==> src/hw/rtl/b64d_pkg.sv <==
// types, constants and the character classifier of the base64 text decoder
// no dependencies
package b64d_pkg;

   typedef enum logic [1:0] {
      CHAR_VALUE,
      CHAR_SKIP,
      CHAR_BAD
   } char_kind_type;

   typedef struct packed {
      char_kind_type kind;
      logic [5:0]    value;
   } sextet_type;

   localparam logic [7:0] CHAR_UPPER_A = 8'h41;
   localparam logic [7:0] CHAR_UPPER_Z = 8'h5A;
   localparam logic [7:0] CHAR_LOWER_A = 8'h61;
   localparam logic [7:0] CHAR_LOWER_Z = 8'h7A;
   localparam logic [7:0] CHAR_DIGIT_0 = 8'h30;
   localparam logic [7:0] CHAR_DIGIT_9 = 8'h39;
   localparam logic [7:0] CHAR_PLUS    = 8'h2B;
   localparam logic [7:0] CHAR_SLASH   = 8'h2F;
   localparam logic [7:0] CHAR_SPACE   = 8'h20;
   localparam logic [7:0] CHAR_TAB     = 8'h09;
   localparam logic [7:0] CHAR_CR      = 8'h0D;
   localparam logic [7:0] CHAR_LF      = 8'h0A;

   localparam logic [5:0] PLUS_VALUE   = 6'd62;
   localparam logic [5:0] SLASH_VALUE  = 6'd63;
   localparam logic [7:0] LOWER_OFFSET = 8'd26;
   localparam logic [7:0] DIGIT_OFFSET = 8'd52;

   localparam logic [15:0] CAPACITY_RESET = 16'hFFFF;

   localparam int QUEUE_DEPTH    = 4;
   localparam int QUEUE_PTR_BITS = 2;

   // one accepted character's results: up to three bytes or one end marker
   typedef struct packed {
      logic [1:0]      last_idx;
      logic [2:0][7:0] bytes;
      logic            is_data;
      logic            done;
      logic            early;
      logic [15:0]     base;
   } queue_entry_type;

   typedef struct packed {
      logic full;
      logic empty;
   } queue_status_type;

   function automatic sextet_type sextet_of(input logic [7:0] c);
      sextet_type s;
      s.kind  = CHAR_VALUE;
      s.value = '0;
      if (c >= CHAR_UPPER_A && c <= CHAR_UPPER_Z) begin
         s.value = 6'(c - CHAR_UPPER_A);
      end else if (c >= CHAR_LOWER_A && c <= CHAR_LOWER_Z) begin
         s.value = 6'(c - CHAR_LOWER_A + LOWER_OFFSET);
      end else if (c >= CHAR_DIGIT_0 && c <= CHAR_DIGIT_9) begin
         s.value = 6'(c - CHAR_DIGIT_0 + DIGIT_OFFSET);
      end else if (c == CHAR_PLUS) begin
         s.value = PLUS_VALUE;
      end else if (c == CHAR_SLASH) begin
         s.value = SLASH_VALUE;
      end else if (c == CHAR_SPACE || c == CHAR_TAB || c == CHAR_CR || c == CHAR_LF) begin
         s.kind = CHAR_SKIP;
      end else begin
         s.kind = CHAR_BAD;
      end
      return s;
   endfunction

endpackage

==> src/hw/rtl/b64d_front.sv <==
// front end: accepts characters, classifies them, keeps the decode state
// and pushes each character's results into the queue; depends on b64d_pkg
module b64d_front #(
   parameter int COUNT_BITS = 16
) (
   input  logic                      clock,
   input  logic                      reset,
   input  logic                      req_tvalid,
   output logic                      req_tready,
   input  logic [7:0]                req_tdata,
   input  logic                      req_tlast,
   input  logic                      csr_valid,
   output logic                      csr_ready,
   input  logic [15:0]               csr_data,
   input  b64d_pkg::queue_status_type q_status,
   output logic                      push,
   output b64d_pkg::queue_entry_type push_entry
);
   import b64d_pkg::*;

   localparam int CMP_W = (COUNT_BITS > 16 ? COUNT_BITS : 16) + 1;

   logic [15:0]           capacity_ff, capacity_in;
   logic [17:0]           acc_ff, acc_in;
   logic [1:0]            count_ff, count_in;
   logic [COUNT_BITS-1:0] produced_ff, produced_in;
   logic                  halted_ff, halted_in;

   sextet_type  sx;
   logic        accept;
   logic [17:0] acc_1;
   logic [1:0]  count_1;
   logic        halt_1, halt_2, group;
   logic [23:0] acc_full;
   logic [CMP_W-1:0] cap_w, prod_w, room_w;
   logic [1:0]  want, take;

   assign req_tready = !q_status.full;
   assign csr_ready  = 1'b1;
   assign accept     = req_tvalid && req_tready;

   always_comb begin
      sx       = sextet_of(req_tdata);
      acc_1    = acc_ff;
      count_1  = count_ff;
      halt_1   = halted_ff;
      group    = 1'b0;
      acc_full = {acc_ff[17:0], sx.value};
      if (!halted_ff) begin
         case (sx.kind)
            CHAR_BAD: begin
               halt_1 = 1'b1;
            end
            CHAR_VALUE: begin
               if (count_ff == 2'd3) begin
                  group   = 1'b1;
                  acc_1   = '0;
                  count_1 = '0;
               end else begin
                  acc_1   = {acc_ff[11:0], sx.value};
                  count_1 = count_ff + 2'd1;
               end
            end
            default: begin
            end
         endcase
      end

      cap_w  = CMP_W'(capacity_ff);
      prod_w = CMP_W'(produced_ff);
      room_w = (cap_w > prod_w) ? (cap_w - prod_w) : '0;

      want = 2'd0;
      if (group) begin
         want = 2'd3;
      end else if (req_tlast) begin
         if (count_1 == 2'd3) begin
            want = 2'd2;
         end else if (count_1 == 2'd2) begin
            want = 2'd1;
         end
      end
      take   = (room_w >= CMP_W'(want)) ? want : room_w[1:0];
      halt_2 = halt_1 || (take != want);

      // an end marker carries a zero byte
      push_entry.bytes = '0;
      if (take != 2'd0) begin
         if (group) begin
            push_entry.bytes[0] = acc_full[23:16];
            push_entry.bytes[1] = acc_full[15:8];
            push_entry.bytes[2] = acc_full[7:0];
         end else if (count_1 == 2'd3) begin
            push_entry.bytes[0] = acc_1[17:10];
            push_entry.bytes[1] = acc_1[9:2];
         end else begin
            push_entry.bytes[0] = acc_1[11:4];
         end
      end
      push_entry.last_idx = (take == 2'd0) ? 2'd0 : take - 2'd1;
      push_entry.is_data  = (take != 2'd0);
      push_entry.done     = req_tlast;
      push_entry.early    = halt_2;
      push_entry.base     = prod_w[15:0];

      push = accept && (take != 2'd0 || req_tlast);

      acc_in      = acc_ff;
      count_in    = count_ff;
      produced_in = produced_ff;
      halted_in   = halted_ff;
      if (accept) begin
         if (req_tlast) begin
            acc_in      = '0;
            count_in    = '0;
            produced_in = '0;
            halted_in   = 1'b0;
         end else begin
            acc_in      = acc_1;
            count_in    = count_1;
            produced_in = produced_ff + COUNT_BITS'(take);
            halted_in   = halt_2;
         end
      end

      capacity_in = csr_valid ? csr_data : capacity_ff;
   end

   always_ff @(posedge clock) begin
      if (reset) begin
         capacity_ff <= CAPACITY_RESET;
         acc_ff      <= '0;
         count_ff    <= '0;
         produced_ff <= '0;
         halted_ff   <= 1'b0;
      end else begin
         capacity_ff <= capacity_in;
         acc_ff      <= acc_in;
         count_ff    <= count_in;
         produced_ff <= produced_in;
         halted_ff   <= halted_in;
      end
   end

endmodule

==> src/hw/rtl/b64d_queue.sv <==
// result queue between front and back, four entries of per-character results
// depends on b64d_pkg
module b64d_queue (
   input  logic                       clock,
   input  logic                       reset,
   input  logic                       push,
   input  b64d_pkg::queue_entry_type  push_entry,
   input  logic                       pop,
   output b64d_pkg::queue_entry_type  head,
   output b64d_pkg::queue_status_type status
);
   import b64d_pkg::*;

   queue_entry_type           entries_ff [QUEUE_DEPTH];
   logic [QUEUE_PTR_BITS-1:0] wr_ptr_ff, wr_ptr_in;
   logic [QUEUE_PTR_BITS-1:0] rd_ptr_ff, rd_ptr_in;
   logic [QUEUE_PTR_BITS:0]   fill_ff, fill_in;

   assign head         = entries_ff[rd_ptr_ff];
   assign status.full  = (fill_ff == (QUEUE_PTR_BITS+1)'(QUEUE_DEPTH));
   assign status.empty = (fill_ff == '0);

   always_comb begin
      wr_ptr_in = push ? wr_ptr_ff + 1'b1 : wr_ptr_ff;
      rd_ptr_in = pop ? rd_ptr_ff + 1'b1 : rd_ptr_ff;
      fill_in   = fill_ff + (QUEUE_PTR_BITS+1)'(push) - (QUEUE_PTR_BITS+1)'(pop);
   end

   always_ff @(posedge clock) begin
      if (reset) begin
         wr_ptr_ff <= '0;
         rd_ptr_ff <= '0;
         fill_ff   <= '0;
      end else begin
         wr_ptr_ff <= wr_ptr_in;
         rd_ptr_ff <= rd_ptr_in;
         fill_ff   <= fill_in;
      end
   end

   always_ff @(posedge clock) begin
      if (push) begin
         entries_ff[wr_ptr_ff] <= push_entry;
      end
   end

endmodule

==> src/hw/rtl/b64d_back.sv <==
// back end: unpacks queue entries into single results behind an output register
// depends on b64d_pkg
module b64d_back #(
   parameter int COUNT_BITS = 16
) (
   input  logic                       clock,
   input  logic                       reset,
   input  b64d_pkg::queue_entry_type  head,
   input  b64d_pkg::queue_status_type status,
   output logic                       pop,
   output logic                       rsp_tvalid,
   input  logic                       rsp_tready,
   output logic [23:0]                rsp_tdata,  // data_byte, bytes_total
   output logic [1:0]                 rsp_tuser,  // byte_valid, ended_early
   output logic                       rsp_tlast
);
   import b64d_pkg::*;

   localparam logic [15:0] TOTAL_MASK =
      (COUNT_BITS >= 16) ? 16'hFFFF : 16'((64'd1 << COUNT_BITS) - 64'd1);

   logic        valid_ff, valid_in;
   logic [1:0]  idx_ff, idx_in;
   logic [23:0] data_ff;
   logic [1:0]  user_ff;
   logic        last_ff;
   logic        load;
   logic [15:0] total;

   assign rsp_tvalid = valid_ff;
   assign rsp_tdata  = data_ff;
   assign rsp_tuser  = user_ff;
   assign rsp_tlast  = last_ff;

   always_comb begin
      load     = !status.empty && (!valid_ff || rsp_tready);
      pop      = load && (idx_ff == head.last_idx);
      total    = (head.base + (head.is_data ? 16'(idx_ff) + 16'd1 : 16'd0)) & TOTAL_MASK;
      idx_in   = idx_ff;
      valid_in = valid_ff;
      if (load) begin
         idx_in   = pop ? 2'd0 : idx_ff + 2'd1;
         valid_in = 1'b1;
      end else if (rsp_tready) begin
         valid_in = 1'b0;
      end
   end

   always_ff @(posedge clock) begin
      if (reset) begin
         valid_ff <= 1'b0;
         idx_ff   <= '0;
      end else begin
         valid_ff <= valid_in;
         idx_ff   <= idx_in;
      end
   end

   always_ff @(posedge clock) begin
      if (load) begin
         data_ff <= {total, head.bytes[idx_ff]};
         user_ff <= {head.early, head.is_data};
         last_ff <= head.done && pop;
      end
   end

endmodule

==> src/hw/rtl/base64_text_decoder.sv <==
// base64 text decoder top level: front end, result queue and back end
// depends on b64d_pkg, b64d_front, b64d_queue, b64d_back
//
// usage
//   req channel: one character per transfer in req_tdata, req_tlast on the
//     last character of a text. csr channel: csr_data is the byte capacity
//     per text, always ready, to be written only while the block is idle; the block does not enforce this.
//   rsp channel: one result per transfer, rsp_tdata = {bytes_total, data_byte},
//     rsp_tuser = {ended_early, byte_valid}, rsp_tlast on the last result of
//     a text. a text that yields no byte ends with one marker, byte_valid 0.
//   path: the results of a character pass through the queue and then the
//     output register; further results follow one per cycle while the
//     receiver takes them.
//   throughput: one character per cycle and one result per cycle while
//     the receiver takes results; a full group puts one entry of three
//     results into the four-entry queue, which the back end drains one
//     result per cycle, so req_tready drops only when the queue fills.
//   reset: clears decode state and queue, capacity returns to 65535.
//   receiver stall: the output register holds its result, the queue fills,
//     then req_tready goes low until the receiver takes results again.
module base64_text_decoder #(
   parameter int COUNT_BITS = 16
) (
   input  logic        clock,
   input  logic        reset,
   input  logic        req_tvalid,
   output logic        req_tready,
   input  logic [7:0]  req_tdata,  // text_char
   input  logic        req_tlast,
   output logic        rsp_tvalid,
   input  logic        rsp_tready,
   output logic [23:0] rsp_tdata,  // data_byte, bytes_total
   output logic [1:0]  rsp_tuser,  // byte_valid, ended_early
   output logic        rsp_tlast,
   input  logic        csr_valid,
   output logic        csr_ready,
   input  logic [15:0] csr_data
);
   import b64d_pkg::*;

   queue_status_type q_status;
   queue_entry_type  push_entry;
   queue_entry_type  head;
   logic             push;
   logic             pop;

   b64d_front #(.COUNT_BITS(COUNT_BITS)) u_front (
      .clock      (clock),
      .reset      (reset),
      .req_tvalid (req_tvalid),
      .req_tready (req_tready),
      .req_tdata  (req_tdata),
      .req_tlast  (req_tlast),
      .csr_valid  (csr_valid),
      .csr_ready  (csr_ready),
      .csr_data   (csr_data),
      .q_status   (q_status),
      .push       (push),
      .push_entry (push_entry)
   );

   b64d_queue u_queue (
      .clock      (clock),
      .reset      (reset),
      .push       (push),
      .push_entry (push_entry),
      .pop        (pop),
      .head       (head),
      .status     (q_status)
   );

   b64d_back #(.COUNT_BITS(COUNT_BITS)) u_back (
      .clock      (clock),
      .reset      (reset),
      .head       (head),
      .status     (q_status),
      .pop        (pop),
      .rsp_tvalid (rsp_tvalid),
      .rsp_tready (rsp_tready),
      .rsp_tdata  (rsp_tdata),
      .rsp_tuser  (rsp_tuser),
      .rsp_tlast  (rsp_tlast)
   );

endmodule

==> config.mk <==
export PLATFORM = sky130hd
export DESIGN_NAME = base64_text_decoder
export DESIGN_NICKNAME = d
export VERILOG_FILES = /design/src/hw/rtl/b64d_pkg.sv /design/src/hw/rtl/b64d_front.sv /design/src/hw/rtl/b64d_queue.sv /design/src/hw/rtl/b64d_back.sv /design/src/hw/rtl/base64_text_decoder.sv
export SDC_FILE = /design/constraint.sdc
export NUM_CORES = 1
export LEC_CHECK = 0
export ABC_AREA = 1
export BUFFER_PORTS_ARGS = -buffer_cell sky130_fd_sc_hd__buf_2
export CELL_PAD_IN_SITES_DETAIL_PLACEMENT = 0
export CELL_PAD_IN_SITES_GLOBAL_PLACEMENT = 1
export CORE_MARGIN = 8
export CORE_UTILIZATION = 48
export DETAILED_ROUTE_END_ITERATION = 8
export MAX_ROUTING_LAYER = met4
export PLACE_DENSITY = 0.83
export SLEW_MARGIN = 20
export SYNTH_ARGS = -nofsm -noshare
export SYNTH_HDL_FRONTEND = slang
export SYNTH_SLANG_ARGS = --single-unit
export TNS_END_PERCENT = 100
==> constraint.sdc <==
create_clock -name clock -period 6.9 [get_ports clock]
set_input_delay 0.345 -clock clock [delete_from_list [all_inputs] [get_ports clock]]
set_output_delay 0.345 -clock clock [all_outputs]
set_load 0.01 [all_outputs]
Word level (Yosys, flattened, before mapping)

Memory sizes are Yosys's and may differ from the RTL's. A register that Yosys moved wholly into a read port is not among the register bits.
Index checks and enable logic that the tools add are counted.

Bits in registers: 90
Memory bits (writable): 180
Output and inout port bits: 30
Word-level logic and storage cells: 126
Memories: 1

$add $sub $neg: 16
Order comparisons: 9
Equal/unequal tests: 14
Muxes and demuxes: 48
Reduce and logical (&&, ||, !) cells: 24

Memories:

| name               | depth | bits a word | read ports | clocked after memory_dff | wr ports | RTL line         | text |
|---|---|---|---|---|---|---|---|
| u_queue.entries_ff | 4     | 45          | 1          | 1                        | 1        | b64d_queue.sv:14 | `queue_entry_type entries_ff [QUEUE_DEPTH];` |

Operators with widths:

| operator                                                          | number |
|---|---|
| two-way mux 18 bit                                                | 4 |
| two-way mux 16 bit                                                | 3 |
| two-way mux 2 bit                                                 | 18 |
| two-way mux 8 bit                                                 | 4 |
| two-way mux 6 bit                                                 | 5 |
| == test 8 x 4 -> 1 bit, second input constant                     | 3 |
| == test 8 x 6 -> 1 bit, second input constant                     | 3 |
| two-way mux 24 bit                                                | 1 |
| greater-or-equal comparator 17 x 2 -> 1 bit                       | 1 |
| two-way mux 17 bit                                                | 1 |
| subtractor 16 x 16 -> 17 bit                                      | 1 |
| adder 16 bit                                                      | 1 |
| adder 16 x 2 -> 16 bit                                            | 1 |
| binary-select mux 8 bit (select 2 bit)                            | 1 |
| greater-or-equal comparator 8 x 7 -> 1 bit, second input constant | 2 |
| greater-than comparator 16 bit                                    | 1 |
| <= comparator 8 x 7 -> 1 bit, second input constant               | 2 |
| subtractor 6 bit, second input constant                           | 2 |
| two-way mux 1 bit                                                 | 11 |
| adder 2 x 1 -> 2 bit, second input constant                       | 4 |
| == test 2 bit, second input constant                              | 4 |
| greater-or-equal comparator 8 x 6 -> 1 bit, second input constant | 1 |
| <= comparator 8 x 6 -> 1 bit, second input constant               | 1 |
| logical AND 1 bit                                                 | 8 |
| other kinds (18)                                                  | 28 |

Longest topological paths before layout

Gate-level depths: netlist (run 1).

Depth after elaboration: 25
Gate-level depth with buffers: 37
Depth with buffers taken out: 37

Modules after synthesis

A second synthesis (run 1) with hierarchy kept.

Cell total of the unflattened synthesis: 1569
Area total of the unflattened synthesis: 14372.5 µm²

By module, submodules not included:

| module     | instances | cells an instance | area each (µm²) | seq. area each (µm²) |
|---|---|---|---|---|
| b64d_queue | 1         | 582               | 7813.7          | 5585.4 |
| b64d_front | 1         | 813               | 4958.5          | 1061.0 |
| b64d_back  | 1         | 174               | 1600.3          | 870.8 |

Least setup slack after synthesis (run 1)

OpenSTA, ideal clock, no wires.

Path type: input port to flip-flop
Start point: in req_tdata[2]
End point: mem u_queue.entries_ff[0][0] (netlist name) (enable)
Setup time: 0.448 ns
Arrival time: 4.856 ns
Required time: 6.452 ns
Slack: 1.597 ns
Stages on the path: 25
Path buffers: 0
Cells stage by stage: inv_1 ha_1 inv_1 o21ai_1 nand2_1 nand3b_2 nand3_2 inv_2 nand2_2 nand2_2 nand2_1 nand2_1 nand2_4 o21ai_2 inv_1 ha_1 nand3_2 nand3_2 nor2_4 nand3_2 nand2_1 o21ai_4 nand3_2 nand2_1 nor2_1

Word-level cells in the longest chain between the ends: 25
Elaborated cells on any way between the ends: 42
Those cells by class: order compare: 7; eq/ne: 8; mux: 17; reduce/logical: 10

Ends and longest elaborated chain:

| element                                                                 | RTL line                  | text |
|---|---|---|
| start: declaration                                                      | base64_text_decoder.sv:28 | `input logic [7:0] req_tdata,` |
| == test 8 x 6 -> 1 bit / == test 8 x 4 -> 1 bit (equally long branches) | b64d_pkg.sv:68            | `end else if (c == CHAR_SPACE \|\| c == CHAR_TAB \|\| c == CHAR_CR \|\| c == CHAR_LF) begin` |
| logical OR 1 bit (3 in a row)                                           | b64d_pkg.sv:68            |  |
| two-way mux 2 bit                                                       | b64d_pkg.sv:68            |  |
| two-way mux 2 bit                                                       | b64d_pkg.sv:66            | `end else if (c == CHAR_SLASH) begin` |
| two-way mux 2 bit                                                       | b64d_pkg.sv:64            | `end else if (c == CHAR_PLUS) begin` |
| two-way mux 2 bit                                                       | b64d_pkg.sv:62            | `end else if (c >= CHAR_DIGIT_0 && c <= CHAR_DIGIT_9) begin` |
| two-way mux 2 bit                                                       | b64d_pkg.sv:60            | `end else if (c >= CHAR_LOWER_A && c <= CHAR_LOWER_Z) begin` |
| two-way mux 2 bit (*)                                                   | b64d_pkg.sv:58            | `if (c >= CHAR_UPPER_A && c <= CHAR_UPPER_Z) begin` |
| (+7 left out)                                                           | --                        |  |
| two-way mux 2 bit (*)                                                   | b64d_front.sv:74          | `if (group) begin` |
| greater-or-equal comparator 17 x 2 -> 1 bit                             | b64d_front.sv:83          | `take = (room_w >= CMP_W'(want)) ? want : room_w[1:0];` |
| two-way mux 2 bit (*)                                                   | b64d_front.sv:83          |  |
| nonzero test 2 bit (*)                                                  | b64d_front.sv:106         | `push = accept && (take != 2'd0 \|\| req_tlast);` |
| logical OR 1 bit (*)                                                    | b64d_front.sv:106         |  |
| logical AND 1 bit (*)                                                   | b64d_front.sv:106         |  |
| two-way mux 1 bit (*)                                                   | b64d_queue.sv:42          | `if (push) begin` |
| two-way mux 1 bit (implied by the code) (*)                             | b64d_queue.sv:43          | `entries_ff[wr_ptr_ff] <= push_entry;` |
| end: declaration                                                        | b64d_queue.sv:14          |  |

Every way passes the cells marked *; elsewhere a longest branch is shown, timed or not.

Worst setup path in the final report (run 1)

Start point: in req_tdata[2]
End point: reg u_front.produced_ff[14]

Word-level cells in the longest chain between the ends: 22
Elaborated cells on any way between the ends: 39
Those cells by class: add/sub: 1; order compare: 7; eq/ne: 8; mux: 16; reduce/logical: 7

Ends and longest elaborated chain:

| element                                                                 | RTL line          | text |
|---|---|---|
| == test 8 x 6 -> 1 bit / == test 8 x 4 -> 1 bit (equally long branches) | b64d_pkg.sv:68    |  |
| logical OR 1 bit (3 in a row)                                           | b64d_pkg.sv:68    |  |
| two-way mux 2 bit                                                       | b64d_pkg.sv:68    |  |
| two-way mux 2 bit                                                       | b64d_pkg.sv:66    |  |
| two-way mux 2 bit                                                       | b64d_pkg.sv:64    |  |
| two-way mux 2 bit                                                       | b64d_pkg.sv:62    |  |
| two-way mux 2 bit                                                       | b64d_pkg.sv:60    |  |
| two-way mux 2 bit (*)                                                   | b64d_pkg.sv:58    |  |
| (+4 left out)                                                           | --                |  |
| two-way mux 1 bit                                                       | b64d_front.sv:79  | `end else if (count_1 == 2'd2) begin` |
| two-way mux 2 bit                                                       | b64d_front.sv:77  | `if (count_1 == 2'd3) begin` |
| two-way mux 2 bit                                                       | b64d_front.sv:76  | `end else if (req_tlast) begin` |
| two-way mux 2 bit (*)                                                   | b64d_front.sv:74  |  |
| greater-or-equal comparator 17 x 2 -> 1 bit                             | b64d_front.sv:83  |  |
| two-way mux 2 bit (*)                                                   | b64d_front.sv:83  |  |
| adder 16 x 2 -> 16 bit (*)                                              | b64d_front.sv:121 | `produced_in = produced_ff + COUNT_BITS'(take);` |
| two-way mux 16 bit (*)                                                  | b64d_front.sv:113 | `if (req_tlast) begin` |
| end signal: assignment                                                  | b64d_front.sv:140 | `produced_ff <= produced_in;` |
| end: declaration                                                        | b64d_front.sv:26  | `logic [COUNT_BITS-1:0] produced_ff, produced_in;` |

Marked as above.
A chain may end at the register's enable or synchronous reset.

==> impl_metrics.env, run 1 <==
export IMPL_antenna_found_initial=0
export IMPL_setup_viol=0
export IMPL_cap_violations=0
export IMPL_layout_nets=1498
export IMPL_fin_util=0.545
export IMPL_dp_hpwl_mm=19.6
export IMPL_required_ns=7.36
export IMPL_cp_slowest_cell="nor2_1"
export IMPL_h_tree_depth=1
export IMPL_fmax_mhz=183
export IMPL_cts_resized=0
export IMPL_fin_cells=1786
export IMPL_overflow=0
export IMPL_maxSlewViolCount=0
export IMPL_arrival_ns=5.94
export IMPL_postCtsSetupRepairBufs=0
export IMPL_tritoncts="done"
export IMPL_status="finished clean"
export IMPL_clkSinkCount=272
export IMPL_setup_tns_ns=0
export IMPL_grt_usage=0.177
export IMPL_clock_latency_ns=0.54
export IMPL_start_util=0.488
export IMPL_rsz0062_at_grt="false"
export IMPL_finClkSkew_ns=0.00955
export IMPL_worst_path_most_repeated_cell="inv_1"
export IMPL_hold_violations=0
export IMPL_die_area_um2=32900
export IMPL_syn_area_per_cell_um2=9.57
export IMPL_numCtsBuffers=27
export IMPL_slew_headroom=0.402
export IMPL_critPathMaxStageDelay_ns=0.70
export IMPL_syn2layout_area_growth_pct=11.7
export IMPL_start_kind="input port"
export IMPL_critPathCaptureType="flop"
export IMPL_drt_iter0_markers=865
export IMPL_routed_wl_mm=29.0
export IMPL_grt_max_degree=91
export IMPL_path_clk_slew_ns=0.06
export IMPL_drc=0
export IMPL_clock_path_buffers=3
export IMPL_yosys_warnings=0
export IMPL_port_buffers=58
export IMPL_dr_total_vias=9612
export IMPL_viasPerCell=5.38
export IMPL_diodes=0
export IMPL_syn_nets=1448
export IMPL_worstHoldPathType="in2reg"
export IMPL_ctsRootBufferMaster="clkbuf_16"
export IMPL_yosys_most_used_dff="edfxtp_1"
export IMPL_p_leak_nw=5.55
export IMPL_ys_seq_area_frac=0.572
export IMPL_ant_nets=0
export IMPL_ys_ff_latch=272
export IMPL_wl_per_cell_um=16.3
export IMPL_synth_edf_count=207
export IMPL_pwr_density_cell_nw_per_um2=321
export IMPL_synth_cell_types=57
export IMPL_dieHeight_um=182
export IMPL_place_area_um2=13800
export IMPL_crit_type="in2reg"
export IMPL_tightest_slew_ns=0.897
export IMPL_rows=60
export IMPL_grt_pass1_wl_mm=46.8
export IMPL_gp_congestion=0.883
export IMPL_firstDrtPassIters=6
export IMPL_drive_gt1_frac=0.113
export IMPL_cts_hold_buf=0
export IMPL_dp_cells=1736
export IMPL_synth_cell_area_um2=13200
export IMPL_grt_pass1_vias=9016
export IMPL_synthArstFlopShare=0
export IMPL_cp_max_fo=13
export IMPL_period_share=0.793
export IMPL_fin_area_um2=14700
export IMPL_io_pins=60
export IMPL_fp_dieW_um=182
export IMPL_fp_coreArea_um2=27000
export IMPL_total_power_w=0.00471
export IMPL_syn_inst=1374
export IMPL_vdd_drop_max_mv=0.226
export IMPL_final_min_clock_period_ns=5.47
==> critical path: cells and delay by family <==
kind | cells | cell delay [ns]
adders and majority gates | 4 | 1.12
AOI/OAI and AO/OA | 4 | 0.49
buffers and inverters | 9 | 0.87
and+or+nand+nor | 18 | 3.12
==> Yosys cell counts (5+ instances only) <==
cell type  instances  area share
nand2_1          283       0.081
edfxtp_1         207        0.47
nor2_1           146       0.042
inv_1            140       0.040
o21ai_0          107       0.041
nand3_1           74       0.028
a21oi_1           67       0.025
dfxtp_1           65       0.099
ha_1              40       0.038
clkbuf_1          37       0.011
o22ai_1           33       0.016
xor2_1            21       0.014
nor3_1            17      0.0065
o211ai_1          12      0.0069
nand4_1           11      0.0052
o221ai_1          10      0.0067
a32oi_1            8      0.0053
clkinv_1           6      0.0017
nand2_2            6      0.0029
nand3_2            6      0.0046
xnor2_1            6      0.0040
a31oi_4            5      0.0081
buf_1              5      0.0014
buf_2              5      0.0019
==> routing by layer <==
layer	vias up	wire length, µm	share of wire	track usage
li1	4817	-	-	-
met4	0	393	0.014	0.0410
met3	32	1580	0.055	0.0202
met2	270	13200	0.45	0.280
met5	-	0	0	-
met1	4493	13900	0.48	0.244
==> power by group <==
group / internal, W / leakage, nW / total [W] / switching, W
registers: 0.00200 / 2.45 / 0.00206 / 0.0000638
logic: 0.000372 / 2.67 / 0.00118 / 0.000812
clock network: 0.000847 / 0.430 / 0.00146 / 0.000616
total: 0.00322 / 5.55 / 0.00471 / 0.00149
==> cells by family (layout without fill, tap and decap cells) <==
group / after synthesis / in the layout / synth area share
and+or+nand+nor: 560 / 560 / 0.180
DFF: 272 / 272 / 0.572
AOI/OAI and AO/OA: 268 / 268 / 0.126
buffers and inverters: 202 / 273 / 0.0602
adders and majority gates: 44 / 44 / 0.0441
xor gates and xnor gates: 27 / 27 / 0.0180
other: 1 / 1 / 0.000285
==> sequential cells by signal, summed over array words and instances, names as in the netlist, 3 cells and up, named ones only <==
register             flops
u_front.acc_ff          18
u_front.capacity_ff     16
u_front.produced_ff     16
u_queue.entries_ff     180
u_queue.fill_ff          3
u_back.rsp_tdata        24
==> cells in the final DEF (no fill, tap or decap), types with 33 or more instances in the layout <==
cell type,n
o22ai_1,33
dfxtp_1,64
a21oi_1,67
nand2_1,283
nor2_1,142
ha_1,40
buf_2,58
nand3_1,74
inv_1,140
edfxtp_1,207
o21ai_0,107
==> path summary, 6_finish.rpt <==
| check | startpoint | end | slack [ns] | cells past startpoint |
|---|---|---|---|---|
| worst max-delay path | req_tdata[2] | u_front.produced_ff[14] | 1.43 | 35 |
| worst min-delay path | csr_data[12] | u_front.capacity_ff[12] | 0.01 | 3 |
| worst max register to register | u_front.produced_ff[7] | u_front.produced_ff[14] | 1.44 | 30 |
| worst min register to register | u_front.capacity_ff[2] | u_front.capacity_ff[2] | 0.47 | 2 |
==> layout make-up <==
type | instances | area (µm²)
Sequential cell | 272 | 7520
Clock inverter | 18 | 185
Multi-Input combinational cell | 900 | 4890
Inverter | 151 | 576
Clock buffer | 32 | 704
Tap cell | 341 | 427
Timing Repair Buffer | 72 | 395
Fill cell | 2335 | 12300
==> through the flow <==
stage,worst slack (ns),hold WS [ns]
2_1_floorplan,1.60,0.433
3_5_place_dp,0.919,0.452
3_3_place_gp,1.20,0.450
6_report,1.43,0.0141
5_1_grt,0.815,0.0112
4_1_cts,1.46,0.000845
Power figures use the tool's default switching activity.
==> run 2, diff against run 1 <==
- clock period: 6.9 -> 5.1 ns (I/O delays scaled with it)
==> run 2 against run 1 <==
- non-clock buffer count rose by 30
- clock power increased by 45%
- wire length rose by 2.0%
- first-iteration DRC count down 18%
- die area unchanged
- hold slack improved by 0.12 ns
- register-to-register slack worse by 1.0 ns
- final area grew 3.3%
- core utilization grew 1.8 points
- sequential cell count unchanged
- worst setup slack worse by 1.0 ns
- sequential power rose by 36%
- critical path type is now reg2reg
==> impl_metrics.env, run 2 (synthesis gave the netlist of run 1 again) <==
export IMPL_status="finished clean"
export IMPL_period_share=0.917
export IMPL_hold_violations=0
export IMPL_fin_area_um2=15200
export IMPL_power_frac_comb=0.248
export IMPL_reg2regPathDepth=32
export IMPL_place_area_um2=14000
export IMPL_start_kind="flop"
export IMPL_most_common_layout_cells="nand2_1, edfxtp_1, inv_1, nor2_1, o21ai_0"
export IMPL_setup_viol=0
export IMPL_fin_util=0.563
export IMPL_slew_headroom=0.411
export IMPL_diodes=0
export IMPL_rows=60
export IMPL_dp_hpwl_mm=19.5
export IMPL_tritoncts="done"
export IMPL_path_clk_slew_ns=0.06
export IMPL_rr_endpoint="u_front.produced_ff[15]"
export IMPL_p_leak_nw=5.76
export IMPL_start_util=0.488
export IMPL_critPathMaxStageDelay_ns=0.39
export IMPL_p_int_w=0.00452
export IMPL_h_tree_depth=1
export IMPL_worstHoldPathType="in2reg"
export IMPL_drive_gt1_frac=0.142
export IMPL_dr_total_vias=9742
export IMPL_die_area_um2=32900
export IMPL_layout_commonest_cell="nand2_1"
export IMPL_final_min_clock_period_ns=4.68
export IMPL_finClkSkew_ns=0.0107
export IMPL_tightest_slew_ns=0.883
export IMPL_antenna_found_initial=0
export IMPL_clock_latency_ns=0.54
export IMPL_gp_congestion=0.857
export IMPL_rrSetupSlack_ns=0.42
export IMPL_fin_cells=1818
export IMPL_dp_cells=1749
export IMPL_routed_wl_mm=29.6
export IMPL_grt_pass1_vias=9269
export IMPL_ctsRootBufferMaster="clkbuf_16"
export IMPL_viasPerCell=5.36
export IMPL_cp_slowest_cell="dfxtp_2"
export IMPL_crit_path_end="u_front.produced_ff[15]"
export IMPL_pwr_share_clk=0.324
export IMPL_drt_iter0_markers=710
export IMPL_clkSinkCount=272
export IMPL_numCtsBuffers=28
export IMPL_maxSlewViolCount=0
export IMPL_fp_dieW_um=182
export IMPL_arrival_ns=5.10
export IMPL_firstDrtPassIters=5
export IMPL_grt_max_degree=79
export IMPL_layout_nets=1529
export IMPL_worstReg2RegStart="u_front.produced_ff[7]"
export IMPL_pwr_density_cell_nw_per_um2=432
export IMPL_port_buffers=58
export IMPL_cp_max_fo=9
export IMPL_syn2layout_area_growth_pct=15.5
export IMPL_required_ns=5.52
export IMPL_ant_nets=0
export IMPL_p_seq_frac=0.428
export IMPL_grt_pass1_wl_mm=47.1
export IMPL_clock_path_buffers=3
export IMPL_dieHeight_um=182
export IMPL_critPathCaptureType="flop"
export IMPL_cap_violations=0
export IMPL_fmax_mhz=214
export IMPL_io_pins=60
export IMPL_crit_type="reg2reg"
export IMPL_switching_share=0.310
export IMPL_startpoint="u_front.produced_ff[7]"
export IMPL_grt_usage=0.180
export IMPL_wl_per_cell_um=16.3
export IMPL_worst_path_most_repeated_cell="nand2_1"
export IMPL_vdd_drop_max_mv=0.419
export IMPL_regMostFlops="u_queue.entries_ff"
export IMPL_overflow=0
export IMPL_fp_coreArea_um2=27000
export IMPL_drc=0
export IMPL_largest_reg_flops=180
export IMPL_power_switching_w=0.00204
## run 2: changes by cell type in the layout (fill, tap and decap cells not counted), moves of 2 or more
cell and change:
buf_12 +4, buf_4 +10, bufinv_16 +2, clkbuf_16 +2
clkinvlp_4 -2, dfxtp_1 -11, dfxtp_2 +10, dlygate4sd3_1 +16
ha_1 -8, ha_2 +7, nor2_1 -5, nor2_2 +5
nor3_1 -5, nor3_2 +4
## run 2: what timing repair did
item,4_1_cts,5_1_grt
endpoints found under the hold margin,16,0
resized for setup,0,31
setup buffers,0,1
endpoints found under the setup margin,0,7
hold buffers,16,0
## run 2: cell type report
type | count | area [µm²]
clock inverter | 20 | 235
multi-input combinational | 900 | 4960
sequential | 272 | 7530
timing repair buffer | 102 | 711
tap | 341 | 427
clock buffer | 32 | 737
fill | 2323 | 11800
inverter | 151 | 574
## run 2: metrics by stage
stage / hold slack, ns / worst slack [ns] / TNS [ns] / total power [W]
after floorplan: 0.354 / -0.113 / -20.42 / 0.00394
after global placement: 0.452 / 0.0103 / 0 / 0.00445
after detailed placement: 0.455 / -0.165 / -0.341 / 0.00449
after CTS: 0.130 / 0.0406 / 0 / 0.00661
after global routing: 0.143 / -0.0153 / -0.0153 / 0.00690
final: 0.139 / 0.421 / 0 / 0.00656
## run 2: power groups by stage
stage	combinational (W)	sequential, W	clock, W
4_1_cts	0.00165	0.00281	0.00216
5_1_grt	0.00183	0.00283	0.00224
3_3_place_gp	0.00160	0.00285	0
6_report	0.00163	0.00281	0.00212
3_5_place_dp	0.00163	0.00286	0
2_1_floorplan	0.00104	0.00290	0
## run 2: how the worst min path moves through the flow
stage | from | to | slack (ns) | depth (start not counted)
finish | csr_valid | u_front.capacity_ff[12] | 0.14 | 3
global route | req_tlast | u_queue.entries_ff[0][17] | 0.14 | 1
CTS | csr_valid | u_front.capacity_ff[13] | 0.13 | 3
detailed placement | u_front.capacity_ff[4] | u_front.capacity_ff[4] | 0.45 | 2
global placement | u_front.capacity_ff[14] | u_front.capacity_ff[14] | 0.45 | 2
floorplan | req_tlast | u_queue.entries_ff[0][17] | 0.35 | 0
## run 2: layer usage
| metal | routed length, µm | global-route usage |
|---|---|---|
| met1 | 13700 | 0.237 |
| met2 | 13700 | 0.293 |
| met3 | 1760 | 0.0232 |
| met4 | 448 | 0.0403 |
| met5 | 0 | - |
## run 2: worst max-delay path, delay by kind of cell, from the launching register on
kind | cells | cell delay, ns
DFF | 1 | 0.39
buffers and inverters | 4 | 0.33
AOI/OAI and AO/OA | 4 | 0.38
adders and majority gates | 3 | 0.93
and+or+nand+nor | 21 | 2.55
==> run 3, diff against run 2 <==
- CORE_UTILIZATION: 48 -> 35
- PLACE_DENSITY: 0.83 -> 0.65
==> run 3 against run 2 <==
- hold slack worse by 0.021 ns
- first-iteration DRC count is 30% lower
- total power is 5.1% higher
- die area is 34% higher
- clock power is 15% higher
- combinational power hardly changed
- non-clock buffer count is 4 higher
- sequential cell count stayed put
- critical endpoint unchanged
==> impl_metrics.env, run 3 (synthesis gave the netlist of run 1 again) <==
export IMPL_tritoncts="done"
export IMPL_clkSinkCount=272
export IMPL_hold_violations=0
export IMPL_layout_nets=1535
export IMPL_numCtsBuffers=30
export IMPL_start_util=0.352
export IMPL_viasPerCell=4.88
export IMPL_cp_buffers_inverters=4
export IMPL_largest_reg_flops=180
export IMPL_grt_pass1_vias=9200
export IMPL_fp_dieW_um=210
export IMPL_start_kind="flop"
export IMPL_slew_headroom=0.351
export IMPL_maxSlewViolCount=0
export IMPL_fp_coreArea_um2=37300
export IMPL_dieHeight_um=210
export IMPL_ctsRootBufferMaster="clkbuf_16"
export IMPL_cp_slowest_cell="dfxtp_2"
export IMPL_p_leak_nw=5.87
export IMPL_setup_viol=0
export IMPL_finClkSkew_ns=0.0152
export IMPL_tightest_slew_ns=0.973
export IMPL_ant_nets=0
export IMPL_overflow=0
export IMPL_crit_type="reg2reg"
export IMPL_place_area_um2=14100
export IMPL_setup_tns_ns=0
export IMPL_dr_total_vias=9555
export IMPL_fin_area_um2=15600
export IMPL_critPathMaxStageDelay_ns=0.38
export IMPL_critPathCaptureType="flop"
export IMPL_h_tree_depth=1
export IMPL_clock_latency_ns=0.56
export IMPL_p_seq_frac=0.410
export IMPL_grt_max_degree=45
export IMPL_dp_cells=1886
export IMPL_path_clk_slew_ns=0.06
export IMPL_power_frac_comb=0.236
export IMPL_pwr_share_clk=0.354
export IMPL_gp_congestion=0.879
export IMPL_cap_violations=0
export IMPL_rows=71
export IMPL_vdd_drop_max_mv=0.242
export IMPL_syn2layout_area_growth_pct=18.8
export IMPL_drt_iter0_markers=495
export IMPL_pwr_density_cell_nw_per_um2=441
export IMPL_cp_max_fo=7
export IMPL_critical_path_top_delay_family="simple AND/OR/NAND/NOR gates"
export IMPL_die_area_um2=44000
export IMPL_fin_cells=1959
export IMPL_final_min_clock_period_ns=4.67
export IMPL_period_share=0.915
export IMPL_diodes=0
export IMPL_required_ns=5.54
export IMPL_switching_share=0.303
export IMPL_wl_per_cell_um=16.1
export IMPL_fin_util=0.419
export IMPL_regMostFlops="u_queue.entries_ff"
export IMPL_drive_gt1_frac=0.149
export IMPL_port_buffers=58
export IMPL_routed_wl_mm=31.5
export IMPL_firstDrtPassIters=5
export IMPL_drc=0
export IMPL_layout_commonest_cell="nand2_1"
export IMPL_grt_pass1_wl_mm=49.8
export IMPL_status="finished clean"
export IMPL_antenna_found_initial=0
export IMPL_most_common_layout_cells="nand2_1, edfxtp_1, inv_1, nor2_1, o21ai_0"
export IMPL_p_int_w=0.00480
export IMPL_dp_hpwl_mm=21.3
export IMPL_io_pins=60
export IMPL_grt_usage=0.144
export IMPL_arrival_ns=5.11
export IMPL_clock_path_buffers=3
export IMPL_worstHoldPathType="in2reg"
export IMPL_worst_path_most_repeated_cell="nand2_1"
export IMPL_power_switching_w=0.00209
export IMPL_fmax_mhz=214
export IMPL_rrSetupSlack_ns=0.43
==> run 3: changes by cell type in the layout (fill, tap and decap cells not counted), sizes merged <==
cell      previous run  this run
inv                148       146
buf                 86        90
bufinv               5         9
clkbuf              32        34
clkinvlp             3         5
clkinv              15        13
==> run 3: power by group through the flow <==
stage / clock, W / combinational, W / sequential [W]
finish: 0.00244 / 0.00163 / 0.00283
global route: 0.00258 / 0.00184 / 0.00286
CTS: 0.00250 / 0.00166 / 0.00283
detailed placement: 0 / 0.00164 / 0.00288
global placement: 0 / 0.00163 / 0.00288
floorplan: 0 / 0.00104 / 0.00290
==> run 3: stage by stage <==
step | setup WS (ns) | hold WS (ns) | total power (W)
5_1_grt | -0.0659 | 0.0948 | 0.00727
3_3_place_gp | 0.0647 | 0.449 | 0.00451
6_report | 0.433 | 0.118 | 0.00689
4_1_cts | 0.0514 | 0.0851 | 0.00699
3_5_place_dp | -0.0912 | 0.452 | 0.00452
2_1_floorplan | -0.113 | 0.354 | 0.00394
==> run 3: layout make-up <==
type	count	area (µm²)
fill	3622	21700
tap	474	593
clock buffer	34	787
inverter	151	574
clock inverter	22	353
multi-input combinational	900	5060
sequential	272	7540
timing repair buffer	106	716
==> run 3: routing by layer <==
layer | vias to the layer above | global-route usage | routed length, µm
met5 | - | - | 0
met4 | 0 | 0.0330 | 490
met3 | 41 | 0.0157 | 1040
met2 | 156 | 0.232 | 14400
met1 | 4472 | 0.194 | 15600
li1 | 4886 | - | -
==> run 3: worst paths after layout <==
kind | startpoint | endpoint | cells past startpoint
min reg2reg | u_front.capacity_ff[4] | u_front.capacity_ff[4] | 2
min | csr_valid | u_front.capacity_ff[1] | 3
max | u_front.produced_ff[12] | u_front.produced_ff[15] | 32
max reg2reg | u_front.produced_ff[12] | u_front.produced_ff[15] | 32
==> run 3: repair_timing <==
item	in CTS	in global routing
endpoints found under the hold margin	16	0
resized for setup	1	43
pin swaps	0	6
setup buffers	0	1
hold buffers	16	0
setup endpoints to repair	1	7
==> run 3: worst register-to-register path, delay by kind of cell, from the launching register on <==
kind            cells  cell delay, ns
simple gates       21            2.62
fa+ha+maj           3            0.86
flops               1            0.38
buf+inv             4            0.35
compound gates      4            0.34
